<file path="config.mk">
export PLATFORM = sky130hd
export DESIGN_NAME = gregorian_date_add_days_core
export DESIGN_NICKNAME = d
export VERILOG_FILES = /design/src/sv/gda_pkg.sv /design/src/sv/gda_year_unit.sv /design/src/sv/gda_month_step.sv /design/src/sv/gregorian_date_add_days_core.sv
export VERILOG_INCLUDE_DIRS = /design/src /design/src/sv
export SDC_FILE = /design/constraint.sdc
export NUM_CORES = 1
export LEC_CHECK = 0
export BUFFER_PORTS_ARGS = -buffer_cell sky130_fd_sc_hd__buf_4
export CORE_MARGIN = 2
export CORE_UTILIZATION = 30
export CTS_CLUSTER_DIAMETER = 150
export DETAILED_ROUTE_END_ITERATION = 6
export RECOVER_POWER = 50
export SLEW_MARGIN = 30
export SYNTH_ARGS = -nofsm -noshare
export SYNTH_HDL_FRONTEND = slang
export SYNTH_SLANG_ARGS = --single-unit
</file>
<file path="constraint.sdc">
create_clock -name clock -period 11.7 [get_ports clock]
set_clock_uncertainty 0.2 [all_clocks]
set_input_delay 1.755 -clock clock [delete_from_list [all_inputs] [get_ports clock]]
set_output_delay 1.755 -clock clock [all_outputs]
set_load 0.1 [all_outputs]
</file>
<file path="src/sv/assert_macros.svh">
// ----------------------------------------------------------------------------
// assertion macros
// concurrent assertion shorthands used by the date adder core
// ----------------------------------------------------------------------------
`ifndef ASSERT_MACROS_SVH
`define ASSERT_MACROS_SVH

// property must hold at every rising clock edge outside reset
`define ASSERT_PROP(label, clk, rst, prop, msg) \
   label: assert property (@(posedge clk) disable iff (rst) prop) else $error(msg);

// condition must never be true outside reset
`define ASSERT_NEVER(label, clk, rst, cond, msg) \
   label: assert property (@(posedge clk) disable iff (rst) !(cond)) else $error(msg);

`endif

</file>
<file path="src/sv/gda_pkg.sv">
// ----------------------------------------------------------------------------
// gda_pkg
// shared widths, calendar constants and control types for the date adder
// ----------------------------------------------------------------------------
`timescale 1ns / 1ps

package gda_pkg;

   localparam int DAY_W        = 5;
   localparam int MONTH_W      = 4;
   localparam int YEAR_W       = 14;
   localparam int COUNT_W      = 16;
   // remaining count may grow by two when the start day lies past month end
   localparam int WALK_W       = COUNT_W + 1;
   localparam int LEFT_W       = 7;

   localparam int YEAR_CYCLE   = 400;
   localparam int CENTURY      = 100;
   localparam int REDUCE_STEPS = 6;

   localparam logic [MONTH_W-1:0] MONTH_JAN = 4'd1;
   localparam logic [MONTH_W-1:0] MONTH_FEB = 4'd2;
   localparam logic [MONTH_W-1:0] MONTH_APR = 4'd4;
   localparam logic [MONTH_W-1:0] MONTH_JUN = 4'd6;
   localparam logic [MONTH_W-1:0] MONTH_SEP = 4'd9;
   localparam logic [MONTH_W-1:0] MONTH_NOV = 4'd11;
   localparam logic [MONTH_W-1:0] MONTH_DEC = 4'd12;

   localparam logic [DAY_W-1:0] DAYS_FEB      = 5'd28;
   localparam logic [DAY_W-1:0] DAYS_FEB_LEAP = 5'd29;
   localparam logic [DAY_W-1:0] DAYS_SHORT    = 5'd30;
   localparam logic [DAY_W-1:0] DAYS_LONG     = 5'd31;

   typedef struct packed {
      logic load;
      logic reduce;
      logic bump;
   } yr_ctl_type;

   typedef struct packed {
      logic              leap;
      logic              reduce_done;
      logic [YEAR_W-1:0] rem;
   } yr_stat_type;

   function automatic logic [DAY_W-1:0] month_days(input logic [MONTH_W-1:0] month,
                                                    input logic leap);
      logic [DAY_W-1:0] days;
      unique case (month)
         MONTH_FEB: days = leap ? DAYS_FEB_LEAP : DAYS_FEB;
         MONTH_APR, MONTH_JUN, MONTH_SEP, MONTH_NOV: days = DAYS_SHORT;
         default: days = DAYS_LONG;
      endcase
      return days;
   endfunction

endpackage

</file>
<file path="src/sv/gda_year_unit.sv">
// ----------------------------------------------------------------------------
// gda_year_unit
// year register with its residue mod 400, reduced by shift-subtract after load
// ----------------------------------------------------------------------------
`timescale 1ns / 1ps

module gda_year_unit (
   input  logic                        clock,
   input  logic                        reset,
   input  gda_pkg::yr_ctl_type         ctl,
   input  logic [gda_pkg::YEAR_W-1:0]  load_year,
   output logic [gda_pkg::YEAR_W-1:0]  year,
   output gda_pkg::yr_stat_type        stat
);
   import gda_pkg::*;

   localparam int STEP_W = $clog2(REDUCE_STEPS);

   logic [YEAR_W-1:0] year_ff, year_in;
   logic [YEAR_W-1:0] rem_ff, rem_in;
   logic [STEP_W-1:0] step_ff, step_in;
   logic [YEAR_W-1:0] cycle_multiple;

   always_comb begin
      cycle_multiple = YEAR_W'(YEAR_CYCLE) << step_ff;
      year_in        = year_ff;
      rem_in         = rem_ff;
      step_in        = step_ff;
      priority if (ctl.load) begin
         year_in = load_year;
         rem_in  = load_year;
         step_in = STEP_W'(REDUCE_STEPS - 1);
      end else if (ctl.reduce) begin
         if (rem_ff >= cycle_multiple) begin
            rem_in = rem_ff - cycle_multiple;
         end
         if (step_ff != '0) begin
            step_in = step_ff - 1'b1;
         end
      end else if (ctl.bump) begin
         year_in = year_ff + 1'b1;
         // wrap of the year register restarts the 400-year cycle at zero
         if (year_ff == '1 || rem_ff == YEAR_W'(YEAR_CYCLE - 1)) begin
            rem_in = '0;
         end else begin
            rem_in = rem_ff + 1'b1;
         end
      end
   end

   always_ff @(posedge clock) begin
      if (reset) begin
         step_ff <= '0;
      end else begin
         step_ff <= step_in;
      end
   end

   always_ff @(posedge clock) begin
      year_ff <= year_in;
      rem_ff  <= rem_in;
   end

   assign year             = year_ff;
   assign stat.rem         = rem_ff;
   assign stat.reduce_done = (step_ff == '0);
   assign stat.leap        = (rem_ff[1:0] == 2'b00)
                             && (rem_ff != YEAR_W'(CENTURY))
                             && (rem_ff != YEAR_W'(2 * CENTURY))
                             && (rem_ff != YEAR_W'(3 * CENTURY));

endmodule

</file>
<file path="src/sv/gda_month_step.sv">
// ----------------------------------------------------------------------------
// gda_month_step
// one month of the walk: days left, compare with count, advance or finish
// ----------------------------------------------------------------------------
`timescale 1ns / 1ps

module gda_month_step (
   input  logic [gda_pkg::DAY_W-1:0]   day,
   input  logic [gda_pkg::MONTH_W-1:0] month,
   input  logic                        leap,
   input  logic [gda_pkg::WALK_W-1:0]  count,
   output logic [gda_pkg::DAY_W-1:0]   next_day,
   output logic [gda_pkg::MONTH_W-1:0] next_month,
   output logic [gda_pkg::WALK_W-1:0]  next_count,
   output logic                        wrap
);
   import gda_pkg::*;

   logic [DAY_W-1:0]  dim;
   logic [LEFT_W-1:0] left;
   logic              fits;

   always_comb begin
      dim  = month_days(month, leap);
      // days left counting today, zero or negative when the day lies past month end
      left = LEFT_W'(dim) - LEFT_W'(day) + LEFT_W'(1);
      fits = !left[LEFT_W-1] && (count < WALK_W'(left));
      wrap = 1'b0;
      if (fits) begin
         next_day   = day + count[DAY_W-1:0];
         next_month = month;
         next_count = '0;
      end else begin
         next_day   = DAY_W'(1);
         next_count = count - {{(WALK_W-LEFT_W){left[LEFT_W-1]}}, left};
         wrap       = (month == MONTH_DEC);
         next_month = wrap ? MONTH_JAN : month + 1'b1;
      end
   end

endmodule

</file>
<file path="src/sv/gregorian_date_add_days_core.sv">
// ----------------------------------------------------------------------------
// gregorian_date_add_days_core
// adds a day count to a gregorian date, walking one month per cycle
// ----------------------------------------------------------------------------
// usage
//   req channel carries a start date and a day count; rsp channel returns
//   the date that many days later, one rsp transfer per req transfer
//   req_tready is high only while the core is idle; one item is in work
//   at a time
//   from req transfer to rsp_tvalid an item passes the year reduction mod
//   400, M month steps (one per month boundary crossed plus one for a
//   final partial month), then the output register, which it enters only
//   once that register is free; req_tready rises with rsp_tvalid, so a new
//   req transfer is taken only after the previous item has left the walk
//   a full 65535-day count crosses about 2150 months; the month step unit
//   sets how long such an item takes, being used once per month
//   a finished result sits in the output register; the next req transfer
//   is taken while it waits, and that item's result holds in the walk
//   until rsp_tready frees the register
//   a start month outside 1..12 returns the start date unchanged
//   synchronous active-high reset drops rsp_tvalid and returns to idle
// ----------------------------------------------------------------------------
`timescale 1ns / 1ps
`include "assert_macros.svh"

module gregorian_date_add_days_core (
   input  logic        clock,
   input  logic        reset,
   // req_tdata: start_day[4:0], start_month[8:5], start_year[22:9],
   //            days_to_add[38:23], zero fill[39]
   input  logic        req_tvalid,
   output logic        req_tready,
   input  logic [39:0] req_tdata,
   // rsp_tdata: end_day[4:0], end_month[8:5], end_year[22:9], zero fill[23]
   output logic        rsp_tvalid,
   input  logic        rsp_tready,
   output logic [23:0] rsp_tdata
);
   import gda_pkg::*;

   typedef enum logic [1:0] {
      ST_IDLE,
      ST_REDUCE,
      ST_WALK
   } state_type;

   localparam int RSP_W = 24;

   state_type state_ff;

   // walk registers
   logic [DAY_W-1:0]   day_ff;
   logic [MONTH_W-1:0] month_ff;
   logic [WALK_W-1:0]  count_ff;

   // output register
   logic               rsp_tvalid_ff;
   logic [RSP_W-1:0]   rsp_tdata_ff;

   // unpacked request fields
   logic [DAY_W-1:0]   req_day;
   logic [MONTH_W-1:0] req_month;
   logic [YEAR_W-1:0]  req_year;
   logic [COUNT_W-1:0] req_count;
   logic               req_month_ok;

   logic               req_accept;
   logic               rsp_free;
   logic               rsp_load;
   logic               walk_active;

   yr_ctl_type         yr_ctl;
   yr_stat_type        yr_stat;
   logic [YEAR_W-1:0]  year;

   logic [DAY_W-1:0]   step_day;
   logic [MONTH_W-1:0] step_month;
   logic [WALK_W-1:0]  step_count;
   logic               step_wrap;

   assign req_day   = req_tdata[DAY_W-1:0];
   assign req_month = req_tdata[DAY_W +: MONTH_W];
   assign req_year  = req_tdata[DAY_W+MONTH_W +: YEAR_W];
   assign req_count = req_tdata[DAY_W+MONTH_W+YEAR_W +: COUNT_W];

   // months outside 1..12 skip the walk entirely
   assign req_month_ok = (req_month >= MONTH_JAN) && (req_month <= MONTH_DEC);

   assign req_tready  = (state_ff == ST_IDLE);
   assign req_accept  = req_tvalid && req_tready;
   // output register can take a result this cycle
   assign rsp_free    = !rsp_tvalid_ff || rsp_tready;
   // finished walk moves into the output register
   assign rsp_load    = (state_ff == ST_WALK) && (count_ff == '0) && rsp_free;
   assign walk_active = (state_ff == ST_WALK) && (count_ff != '0);

   always_comb begin
      yr_ctl.load   = req_accept;
      yr_ctl.reduce = (state_ff == ST_REDUCE);
      yr_ctl.bump   = walk_active && step_wrap;
   end

   gda_year_unit u_year (
      .clock     (clock),
      .reset     (reset),
      .ctl       (yr_ctl),
      .load_year (req_year),
      .year      (year),
      .stat      (yr_stat)
   );

   gda_month_step u_step (
      .day        (day_ff),
      .month      (month_ff),
      .leap       (yr_stat.leap),
      .count      (count_ff),
      .next_day   (step_day),
      .next_month (step_month),
      .next_count (step_count),
      .wrap       (step_wrap)
   );

   // sequencer and output register
   always_ff @(posedge clock) begin
      if (reset) begin
         state_ff      <= ST_IDLE;
         rsp_tvalid_ff <= 1'b0;
      end else begin
         if (rsp_load) begin
            rsp_tvalid_ff <= 1'b1;
         end else if (rsp_tready) begin
            rsp_tvalid_ff <= 1'b0;
         end
         unique case (state_ff)
            ST_IDLE: begin
               if (req_accept) begin
                  day_ff   <= req_day;
                  month_ff <= req_month;
                  count_ff <= req_month_ok ? WALK_W'(req_count) : '0;
                  state_ff <= ST_REDUCE;
               end
            end
            ST_REDUCE: begin
               // year residue settles on the last reduction step
               if (yr_stat.reduce_done) begin
                  state_ff <= ST_WALK;
               end
            end
            ST_WALK: begin
               if (count_ff != '0) begin
                  day_ff   <= step_day;
                  month_ff <= step_month;
                  count_ff <= step_count;
               end else if (rsp_load) begin
                  rsp_tdata_ff <= {1'b0, year, month_ff, day_ff};
                  state_ff     <= ST_IDLE;
               end
            end
            default: begin
               state_ff <= ST_IDLE;
            end
         endcase
      end
   end

   assign rsp_tvalid = rsp_tvalid_ff;
   assign rsp_tdata  = rsp_tdata_ff;

   // a new item always starts with the year reduction
   `ASSERT_PROP(a_accept_reduce, clock, reset, req_accept |=> (state_ff == ST_REDUCE), "accepted item did not enter year reduction")

   // month stays in range while the walk is running
   `ASSERT_PROP(a_walk_month, clock, reset, walk_active |-> ((month_ff >= MONTH_JAN) && (month_ff <= MONTH_DEC)), "month out of range during walk")

   // year residue is fully reduced before any month step uses it
   `ASSERT_NEVER(a_walk_rem, clock, reset, (state_ff == ST_WALK) && (yr_stat.rem >= YEAR_W'(YEAR_CYCLE)), "year residue not reduced in walk")

endmodule
</file>
==> impl_metrics.env, run 1 <==
export IMPL_syn_num_nets=662
export IMPL_worstHoldStart="u_year.year[6]"
export IMPL_dr_max_layer_used="met4"
export IMPL_avgSynthCellArea_um2=9.724
export IMPL_netSwitchingFraction_pct=34.29
export IMPL_rsz0062_at_grt="no"
export IMPL_cts_setup_buffers=0
export IMPL_drt_pass1_iterations=5
export IMPL_grt_pass1_wl_um=21470
export IMPL_hold_path_depth=0
export IMPL_yosys_cell_types_count=62
export IMPL_gp_congestion=0.8071
export IMPL_synth_seq_cells=83
export IMPL_cts_hold_fix_buffers=0
export IMPL_status="finished, violations left"
export IMPL_dp_hpwl_um=9746
export IMPL_coreArea_um2=18090
export IMPL_htree_num_levels=3
export IMPL_yosys_warnings=0
export IMPL_r2r_setup_slack_ns=5.22
export IMPL_antenna_found_initial=0
export IMPL_clockRootBuffer="clkbuf_16"
export IMPL_via_count=4343
export IMPL_yosysSeqAreaShare_pct=43.66
export IMPL_yosys_area_share_simple_pct=17.92
export IMPL_wl_met3_um=619
export IMPL_wire_per_inst_um=15.08
export IMPL_critPathMaxFanout=20
export IMPL_grt_start_max_net_pins=34
export IMPL_rows=49
export IMPL_antenna_left=0
export IMPL_worstSetupStartpointType="flip-flop"
export IMPL_post_dp_cell_area_um2=6355
export IMPL_cts_tree="yes"
export IMPL_final_util_pct=36.44
export IMPL_total_leakage_power_nw=2.561
export IMPL_wl_met1_um=6471
export IMPL_ir_worst_vdd_uv=76.77
export IMPL_die_area_um2=19680
export IMPL_seqPwrFrac_pct=42.0
export IMPL_setup_tns_ns=0
export IMPL_cap_violations=1
export IMPL_setup_viol=0
export IMPL_multiInputGateArea_um2=2990
export IMPL_antennaDiodeCount=0
export IMPL_first_global_vias=4202
export IMPL_area_growth_pct=18.28
export IMPL_initial_core_util_pct=30.81
export IMPL_syn_area_um2=5572
export IMPL_comb_power_share_pct=29.7
export IMPL_arrival_ns=6.26
export IMPL_timing_rr_start="u_year.rem_ff[8]"
export IMPL_die_h_um=140.3
export IMPL_worst_setup_path_type="reg -> reg"
export IMPL_intPower_w=0.0006384
export IMPL_cts_made_buffers=9
export IMPL_synth_xor_area_share_pct=7.703
export IMPL_cts_buffer_depth=2
export IMPL_final_cell_area_um2=6590
export IMPL_io_buffers=67
export IMPL_layout_area_seq_um2=2432
export IMPL_finalCriticalPeriod_ns=6.477
export IMPL_synthAdderAreaFrac_pct=10.69
export IMPL_drv_slew=33
export IMPL_r2r_cells=21
export IMPL_clkTransAtPathRegs_ns=0.07
export IMPL_hold_class="reg -> reg"
export IMPL_reg2reg_to="u_year.rem_ff[3]"
export IMPL_nFillCells=1805
export IMPL_cts_resized=0
export IMPL_grt_ovfl_total=0
export IMPL_drtIter0Drc=290
export IMPL_grt_use_total_pct=13.62
export IMPL_failed_checks="capacitance limit, slew limit"
export IMPL_async_flop_share_pct=0
export IMPL_insertion_delay_ns=0.35
export IMPL_drive_above_1_share_pct=14.31
export IMPL_wirelength_um=13150
export IMPL_p_switching_w=0.0003332
export IMPL_crit_required_ns=11.48
export IMPL_syn_instance_count=573
export IMPL_max_freq_mhz=154.4
export IMPL_critPathLaunch="u_year.rem_ff[8]"
export IMPL_clkPwrFrac_pct=28.3
export IMPL_tightest_slew_ns=1.505
export IMPL_nets=727
export IMPL_cts_sinks=83
export IMPL_pin_count=70
export IMPL_wl_met2_um=5925
export IMPL_max_stage_delay_ns=0.73
export IMPL_cp_slowest_cell="o31ai_1"
export IMPL_synth_edf_count=77
export IMPL_finalHoldViolCount=0
export IMPL_drc=0
export IMPL_dieWidth_um=140.3
export IMPL_worst_setup_path_end_kind="flip-flop"
export IMPL_synth_compound_area_share_pct=16.15
export IMPL_synth_ff_type="edfxtp_1"
export IMPL_crit_top_cell="a21oi_1"
export IMPL_synthMuxAreaShare_pct=0.8983
export IMPL_power_density_nw_per_um2=147.4
export IMPL_relSlewSlack_pct=-0.3037
export IMPL_avgViaCountPerCell=4.981
export IMPL_synth_top_family_by_area="simple AND/OR/NAND/NOR gates"
export IMPL_path_cells="nor2b_1 > a21o_1 > a21oi_1 > o311ai_0 > a221oi_1 > a21oi_1 > ha_1 > fa_1 > xnor2_1 > and3_1 > nand3_1 > xnor2_1 > ha_1 > o21a_1 > nor2_1 > a21oi_1 > or3_1 > nand2_1 > o31ai_1 > a21oi_1 > o21ai_2"
export IMPL_hold_end="rsp_tdata[15]"
export IMPL_final_period_utilization_pct=55.36
power by group through the flow:
stage / sequential (W) / combinational [W] / clock (W)
global route: 0.000414 / 0.000329 / 0.000293
CTS: 0.000408 / 0.000291 / 0.000282
floorplan: 0.000401 / 0.000227 / 0
detailed placement: 0.000414 / 0.000290 / 0
finish: 0.000408 / 0.000289 / 0.000275
global placement: 0.000414 / 0.000286 / 0
layout make-up:
| type | count | area share [%] |
|---|---|---|
| inverters | 23 | 1.310 |
| flip-flops and latches | 83 | 36.91 |
| clock inverters | 7 | 0.7784 |
| repair buffers | 73 | 7.860 |
| multi-input cells | 448 | 45.38 |
| clock buffers | 9 | 3.418 |
| well taps | 229 | 4.348 |
cells in the mapped netlist (all sizes together), types with 11 or more instances:
master / count / share of area, %
a21oi: 43 / 3.9
and3: 11 / 1.3
clkbuf: 16 / 1.1
edfxtp: 77 / 42
ha: 42 / 9.4
inv: 23 / 1.5
nand2: 65 / 4.4
nand3: 14 / 1.3
nor2: 58 / 4.0
nor3: 12 / 1.1
o21ai: 34 / 3.1
o31ai: 13 / 1.8
xnor2: 22 / 3.5
xor2: 27 / 4.2
per-stage QoR:
step / cells / setup slack (ns) / power [W] / hold WS (ns)
after floorplan: 573 / 5.205 / 0.0006273 / 0.2570
after global placement: 856 / 4.852 / 0.0006998 / 0.2766
after detailed placement: 856 / 5.198 / 0.0007042 / 0.2809
after CTS: 872 / 5.172 / 0.0009816 / 0.2971
after global routing: 872 / 4.682 / 0.001036 / 0.3188
final: 872 / 5.223 / 0.0009716 / 0.2952
registers in the layout, indices dropped and copies added (netlist names):
signal,flops
state_ff,2
u_year.year,14
count_ff,17
rsp_tvalid,1
month_ff,4
u_year.rem_ff,14
rsp_tdata,23
day_ff,5
u_year.step_ff,3
kinds of logic after synthesis:
group           count (synthesis)
mux                             5
flops                          83
buf+inv                        42
xor+xnor                       49
compound gates                139
simple gates                  208
other cells                     1
fa+ha+maj                      46
worst max-delay path by stage:
stage | end | cells past startpoint | slack [ns]
floorplan | month_ff[0] | 3 | 5.20
global placement | u_year.rem_ff[8] | 21 | 4.85
detailed placement | u_year.rem_ff[6] | 21 | 5.20
CTS | u_year.rem_ff[3] | 21 | 5.17
global route | u_year.rem_ff[9] | 21 | 4.68
finish | u_year.rem_ff[3] | 21 | 5.22
worst max-delay path, delay by kind of cell (launching register included):
family                     cells  cell delay (ns)
AOI/OAI and AO/OA             10             2.39
DFF                            1             0.52
adders and majority gates      3             0.97
xor gates and xnor gates       2             0.53
and+or+nand+nor                6             1.49
routing by layer:
metal / up-vias / global-route usage (%)
li1: 2232 / -
met1: 2019 / 18.90
met4: 0 / 4.147
met3: 7 / 3.111
met2: 85 / 21.23
met5: - / 0
cells in the final DEF (no fill, tap or decap), types with 4 or more instances in the layout:
cell type	count
a21o_1	5
a21oi_1	43
a221oi_1	4
a31oi_1	8
and3_1	10
buf_4	64
clkbuf_1	8
clkbuf_16	9
dfxtp_1	6
edfxtp_1	77
ha_1	42
inv_1	22
mux2i_1	5
nand2_1	65
nand2b_1	5
nand3_1	14
nand4_1	6
nor2_1	57
nor2b_1	8
nor3_1	11
nor4_1	5
o21a_1	5
o21ai_0	33
o31ai_1	12
or3_1	6
xnor2_1	22
xor2_1	27
Power figures use the tool's default switching activity.
==> run 2: changes to the inputs <==
==> constraint.sdc (replaced) <==
create_clock -name clock -period 5.65 [get_ports clock]
set_clock_uncertainty 0.2 [all_clocks]
set_input_delay 0.8475 -clock clock [delete_from_list [all_inputs] [get_ports clock]]
set_output_delay 0.8475 -clock clock [all_outputs]
set_load 0.1 [all_outputs]
==> impl_metrics.env, run 2 (synthesis results as in run 1) <==
export IMPL_status="finished, violations left"
export IMPL_failed_checks="capacitance limit, slew limit"
export IMPL_grt_use_total_pct=14.19
export IMPL_finalCriticalPeriod_ns=5.336
export IMPL_htree_num_levels=3
export IMPL_largest_register_ffs=23
export IMPL_crit_top_cell="ha_1"
export IMPL_first_global_vias=4265
export IMPL_dp_hpwl_um=9951
export IMPL_area_growth_pct=18.98
export IMPL_cap_violations=1
export IMPL_cp_slowest_cell="edfxtp_1"
export IMPL_cts_sinks=83
export IMPL_cts_buffer_depth=2
export IMPL_clkTransAtPathRegs_ns=0.07
export IMPL_rows=49
export IMPL_drtIter0Drc=248
export IMPL_hold_worst_slack_ns=0.2985
export IMPL_grt_pass1_wl_um=22160
export IMPL_stdcell_count=877
export IMPL_hold_class="reg -> reg"
export IMPL_relSlewSlack_pct=-0.4823
export IMPL_ir_worst_vdd_uv=192.2
export IMPL_crit_buf_inv=2
export IMPL_path_cells="nor2b_1 > a21o_1 > a21oi_1 > o311ai_1 > a221oi_1 > a21oi_1 > ha_1 > fa_1 > inv_1 > ha_1 > inv_1 > ha_1 > nor2b_1 > o31ai_1 > a21oi_2 > o21ai_0 > o22ai_2 > a2111o_1 > a31o_1 > mux2i_1"
export IMPL_finalHoldViolCount=0
export IMPL_worst_setup_path_type="reg -> reg"
export IMPL_max_stage_delay_ns=0.51
export IMPL_layout_commonest_cell="edfxtp_1"
export IMPL_worst_setup_path_end_kind="flip-flop"
export IMPL_wire_per_inst_um=15.38
export IMPL_crit_required_ns=5.56
export IMPL_die_h_um=140.3
export IMPL_die_area_um2=19680
export IMPL_critical_path_top_delay_family="compound AO/OA/AOI/OAI gates"
export IMPL_io_buffers=67
export IMPL_antenna_found_initial=0
export IMPL_critPathMaxFanout=6
export IMPL_setup_tns_ns=0
export IMPL_antenna_left=0
export IMPL_max_freq_mhz=187.4
export IMPL_setup_viol=0
export IMPL_pin_count=70
export IMPL_nFillCells=1839
export IMPL_tightest_slew_ns=1.507
export IMPL_avgViaCountPerCell=5.007
export IMPL_antennaDiodeCount=0
export IMPL_wirelength_um=13480
export IMPL_most_common_layout_cells="edfxtp_1 (77), nand2_1 (65), nor2_1 (57)"
export IMPL_via_count=4391
export IMPL_coreArea_um2=18090
export IMPL_arrival_ns=5.24
export IMPL_total_leakage_power_nw=2.548
export IMPL_cts_tree="yes"
export IMPL_drv_slew=24
export IMPL_cts_made_buffers=9
export IMPL_drc=0
export IMPL_initial_core_util_pct=30.81
export IMPL_gp_congestion=0.8226
export IMPL_worstSetupStartpointType="flip-flop"
export IMPL_power_density_nw_per_um2=309.1
export IMPL_final_period_utilization_pct=94.44
export IMPL_clockRootBuffer="clkbuf_16"
export IMPL_cts_hold_fix_buffers=0
export IMPL_dpl_cell_count=861
export IMPL_drt_pass1_iterations=5
export IMPL_grt_start_max_net_pins=25
export IMPL_insertion_delay_ns=0.36
export IMPL_dieWidth_um=140.3
export IMPL_drive_above_1_share_pct=12.81
export IMPL_grt_ovfl_total=0
export IMPL_nets=732
export IMPL_rsz0062_at_grt="no"
run 2: layout make-up:
class                      count  area (um2)  area share [%]
clock buffer                  10       239.0           3.605
clock inverter                 6       48.80          0.7361
inverter                      23       86.33           1.302
multi-input combinational    448        3014           45.47
sequential                    83        2432           36.69
tap                          229       286.5           4.322
timing repair buffer          78       521.8           7.871
run 2: worst reg2reg max path, cell delays in order, from the launching register on:
cell,delay [ns]
edfxtp_1,0.51
nor2b_1,0.20
a21o_1,0.18
a21oi_1,0.16
o311ai_1,0.13
a221oi_1,0.26
a21oi_1,0.07
ha_1,0.22
fa_1,0.49
inv_1,0.07
ha_1,0.33
inv_1,0.06
ha_1,0.25
nor2b_1,0.14
o31ai_1,0.45
a21oi_2,0.16
o21ai_0,0.24
o22ai_2,0.13
a2111o_1,0.47
a31o_1,0.26
mux2i_1,0.12
run 2: routing by layer:
metal | GRT usage, % | part of all wire (%) | up-vias
li1 | - | - | 2240
met2 | 21.47 | 44 | 91
met4 | 4.625 | 1.7 | 0
met5 | 0 | 0 | -
met1 | 19.74 | 49 | 2046
met3 | 3.795 | 5.1 | 14
run 2: path summary, 6_finish.rpt:
kind	startpoint	end	slack [ns]	cells after the start
setup reg to reg	u_year.rem_ff[8]	count_ff[15]	0.31	20
hold reg to reg	u_year.year[8]	rsp_tdata[17]	0.30	0
setup / recovery	u_year.rem_ff[8]	count_ff[15]	0.31	20
hold / removal	u_year.year[8]	rsp_tdata[17]	0.30	0
run 2: repair_timing:
item | CTS | global route
setup endpoints to repair | 0 | 30
resized for setup | 0 | 4
buffers inserted | 0 | 0
run 2: metrics by stage:
stage                     util [%]  setup WS [ns]  instance area (um2)  power [W]
after global routing         36.65       0.008194                 6629   0.002191
final                        36.65         0.3142                 6629   0.002049
after CTS                    37.12         0.1878                 6714   0.002064
after detailed placement     35.53         0.1864                 6426   0.001478
after global placement       35.53         0.2289                 6426   0.001469
after floorplan                  -        0.06217                 5577   0.001299
run 2: where the power goes:
part	internal [W]	switching, W	leakage (nW)
combinational	0.000273	0.000355	1.64
clock	0.000314	0.000263	0.143
sequential	0.000764	0.0000791	0.768
==> run 3: changes to the inputs <==
--- a/config.mk
+++ b/config.mk
@@ -11,6 +11,7 @@
 export CORE_UTILIZATION = 30
 export CTS_CLUSTER_DIAMETER = 150
 export DETAILED_ROUTE_END_ITERATION = 6
+export MAX_ROUTING_LAYER = met4
 export RECOVER_POWER = 50
 export SLEW_MARGIN = 30
 export SYNTH_ARGS = -nofsm -noshare
==> impl_metrics.env, run 3 (synthesis results as in run 1) <==
export IMPL_status="finished, violations left"
export IMPL_failed_checks="capacitance limit, slew limit"
export IMPL_drv_slew=24
export IMPL_area_growth_pct=18.98
export IMPL_grt_pass1_wl_um=22140
export IMPL_grt_ovfl_total=0
export IMPL_most_common_layout_cells="edfxtp_1 (77), nand2_1 (65), nor2_1 (57)"
export IMPL_max_stage_delay_ns=0.51
export IMPL_grt_use_total_pct=14.62
export IMPL_drt_pass1_iterations=4
export IMPL_drive_above_1_share_pct=12.81
export IMPL_r2r_setup_slack_ns=0.30
export IMPL_die_area_um2=19680
export IMPL_ir_worst_vdd_uv=193.9
export IMPL_largest_register_ffs=23
export IMPL_timing_rr_start="u_year.rem_ff[8]"
export IMPL_finalWorstSetupSlack_ns=0.3038
export IMPL_reg2reg_to="count_ff[15]"
export IMPL_insertion_delay_ns=0.36
export IMPL_stdcell_count=877
export IMPL_finalCriticalPeriod_ns=5.346
export IMPL_path_cells="nor2b_1 > a21o_1 > a21oi_1 > o311ai_1 > a221oi_1 > a21oi_1 > ha_1 > fa_1 > inv_1 > ha_1 > inv_1 > ha_1 > nor2b_1 > o31ai_1 > a21oi_2 > o21ai_0 > o22ai_2 > a2111o_1 > a31o_1 > mux2i_1"
export IMPL_rows=49
export IMPL_cts_tree="yes"
export IMPL_cts_buffer_depth=2
export IMPL_worstSetupStartpointType="flip-flop"
export IMPL_wire_per_inst_um=15.41
export IMPL_avgViaCountPerCell=5.031
export IMPL_max_freq_mhz=187.0
export IMPL_gp_congestion=0.8350
export IMPL_cts_setup_buffers=0
export IMPL_htree_num_levels=3
export IMPL_antenna_found_initial=0
export IMPL_total_leakage_power_nw=2.548
export IMPL_drc=0
export IMPL_worst_setup_path_type="reg -> reg"
export IMPL_grt_start_max_net_pins=25
export IMPL_setup_viol=0
export IMPL_crit_top_cell="ha_1"
export IMPL_dieWidth_um=140.3
export IMPL_setup_tns_ns=0
export IMPL_dpl_cell_count=861
export IMPL_pin_count=70
export IMPL_relSlewSlack_pct=-0.8578
export IMPL_finalHoldViolCount=0
export IMPL_tightest_slew_ns=1.513
export IMPL_antennaDiodeCount=0
export IMPL_power_density_nw_per_um2=309.2
export IMPL_worstHoldStart="u_year.year[3]"
export IMPL_hold_path_depth=0
export IMPL_rsz0062_at_grt="no"
export IMPL_nFillCells=1839
export IMPL_crit_required_ns=5.56
export IMPL_initial_core_util_pct=30.81
export IMPL_nets=732
export IMPL_cts_hold_fix_buffers=0
export IMPL_via_count=4412
export IMPL_wirelength_um=13520
export IMPL_dp_hpwl_um=9951
export IMPL_layout_commonest_cell="edfxtp_1"
export IMPL_antenna_left=0
export IMPL_critPathMaxFanout=6
export IMPL_coreArea_um2=18090
export IMPL_die_h_um=140.3
export IMPL_first_global_vias=4274
export IMPL_worst_setup_path_end_kind="flip-flop"
export IMPL_hold_class="reg -> reg"
export IMPL_cp_slowest_cell="edfxtp_1"
export IMPL_cts_made_buffers=9
export IMPL_arrival_ns=5.25
export IMPL_io_buffers=67
export IMPL_clockRootBuffer="clkbuf_16"
export IMPL_hold_end="rsp_tdata[12]"
export IMPL_cts_sinks=83
export IMPL_dp_slack_ns=0.1864
export IMPL_final_period_utilization_pct=94.62
export IMPL_r2r_cells=20
export IMPL_cts_resized=0
export IMPL_drtIter0Drc=280
export IMPL_cap_violations=1
export IMPL_clkTransAtPathRegs_ns=0.06
export IMPL_hold_worst_slack_ns=0.2969
run 3: cell counts in the layout (fill, tap and decap cells not counted):
Identical to the previous run, type by type.
run 3: critical path: cells and delay by family, from the launching register on:
kind	cells	cell delay, ns
compound gates	11	2.51
fa+ha+maj	4	1.29
mux	1	0.12
buf+inv	2	0.12
simple gates	2	0.34
flops	1	0.51
run 3: per-stage QoR:
stage                     total power [W]  area, um2  utilization (%)
after global routing             0.002190       6629            36.65
after global placement           0.001469       6426            35.53
after floorplan                  0.001299       5577                -
after CTS                        0.002064       6714            37.12
final                            0.002050       6629            36.65
after detailed placement         0.001478       6426            35.53
run 3: worst max-delay path by stage:
stage	start	end
2_1_floorplan	reset	month_ff[0]
3_3_place_gp	u_year.rem_ff[8]	u_year.rem_ff[8]
3_5_place_dp	u_year.rem_ff[8]	u_year.rem_ff[7]
4_1_cts	u_year.rem_ff[8]	u_year.rem_ff[6]
5_1_grt	u_year.rem_ff[6]	count_ff[16]
6_report	u_year.rem_ff[8]	count_ff[15]
run 3: layout make-up:
cell class	count	area [um2]	area share, %
multi-input cells	448	3014	45.47
flip-flops and latches	83	2432	36.69
repair buffers	78	521.8	7.871
clock buffers	10	239.0	3.605
well taps	229	286.5	4.322
inverters	23	86.33	1.302
clock inverters	6	48.80	0.7361
run 3: layer usage:
metal,global-route usage (%),up-vias,routed length (um)
li1,-,2240,-
met1,19.80,2066,6584
met2,21.41,90,5955
met3,3.795,16,744
met4,4.625,0,232
met5,-,-,0
run 3: power by group:
| part | internal [W] | switching, W | total (W) |
|---|---|---|---|
| logic | 0.000273 | 0.000355 | 0.000628 |
| clock network | 0.000314 | 0.000264 | 0.000577 |
| registers | 0.000764 | 0.0000796 | 0.000844 |
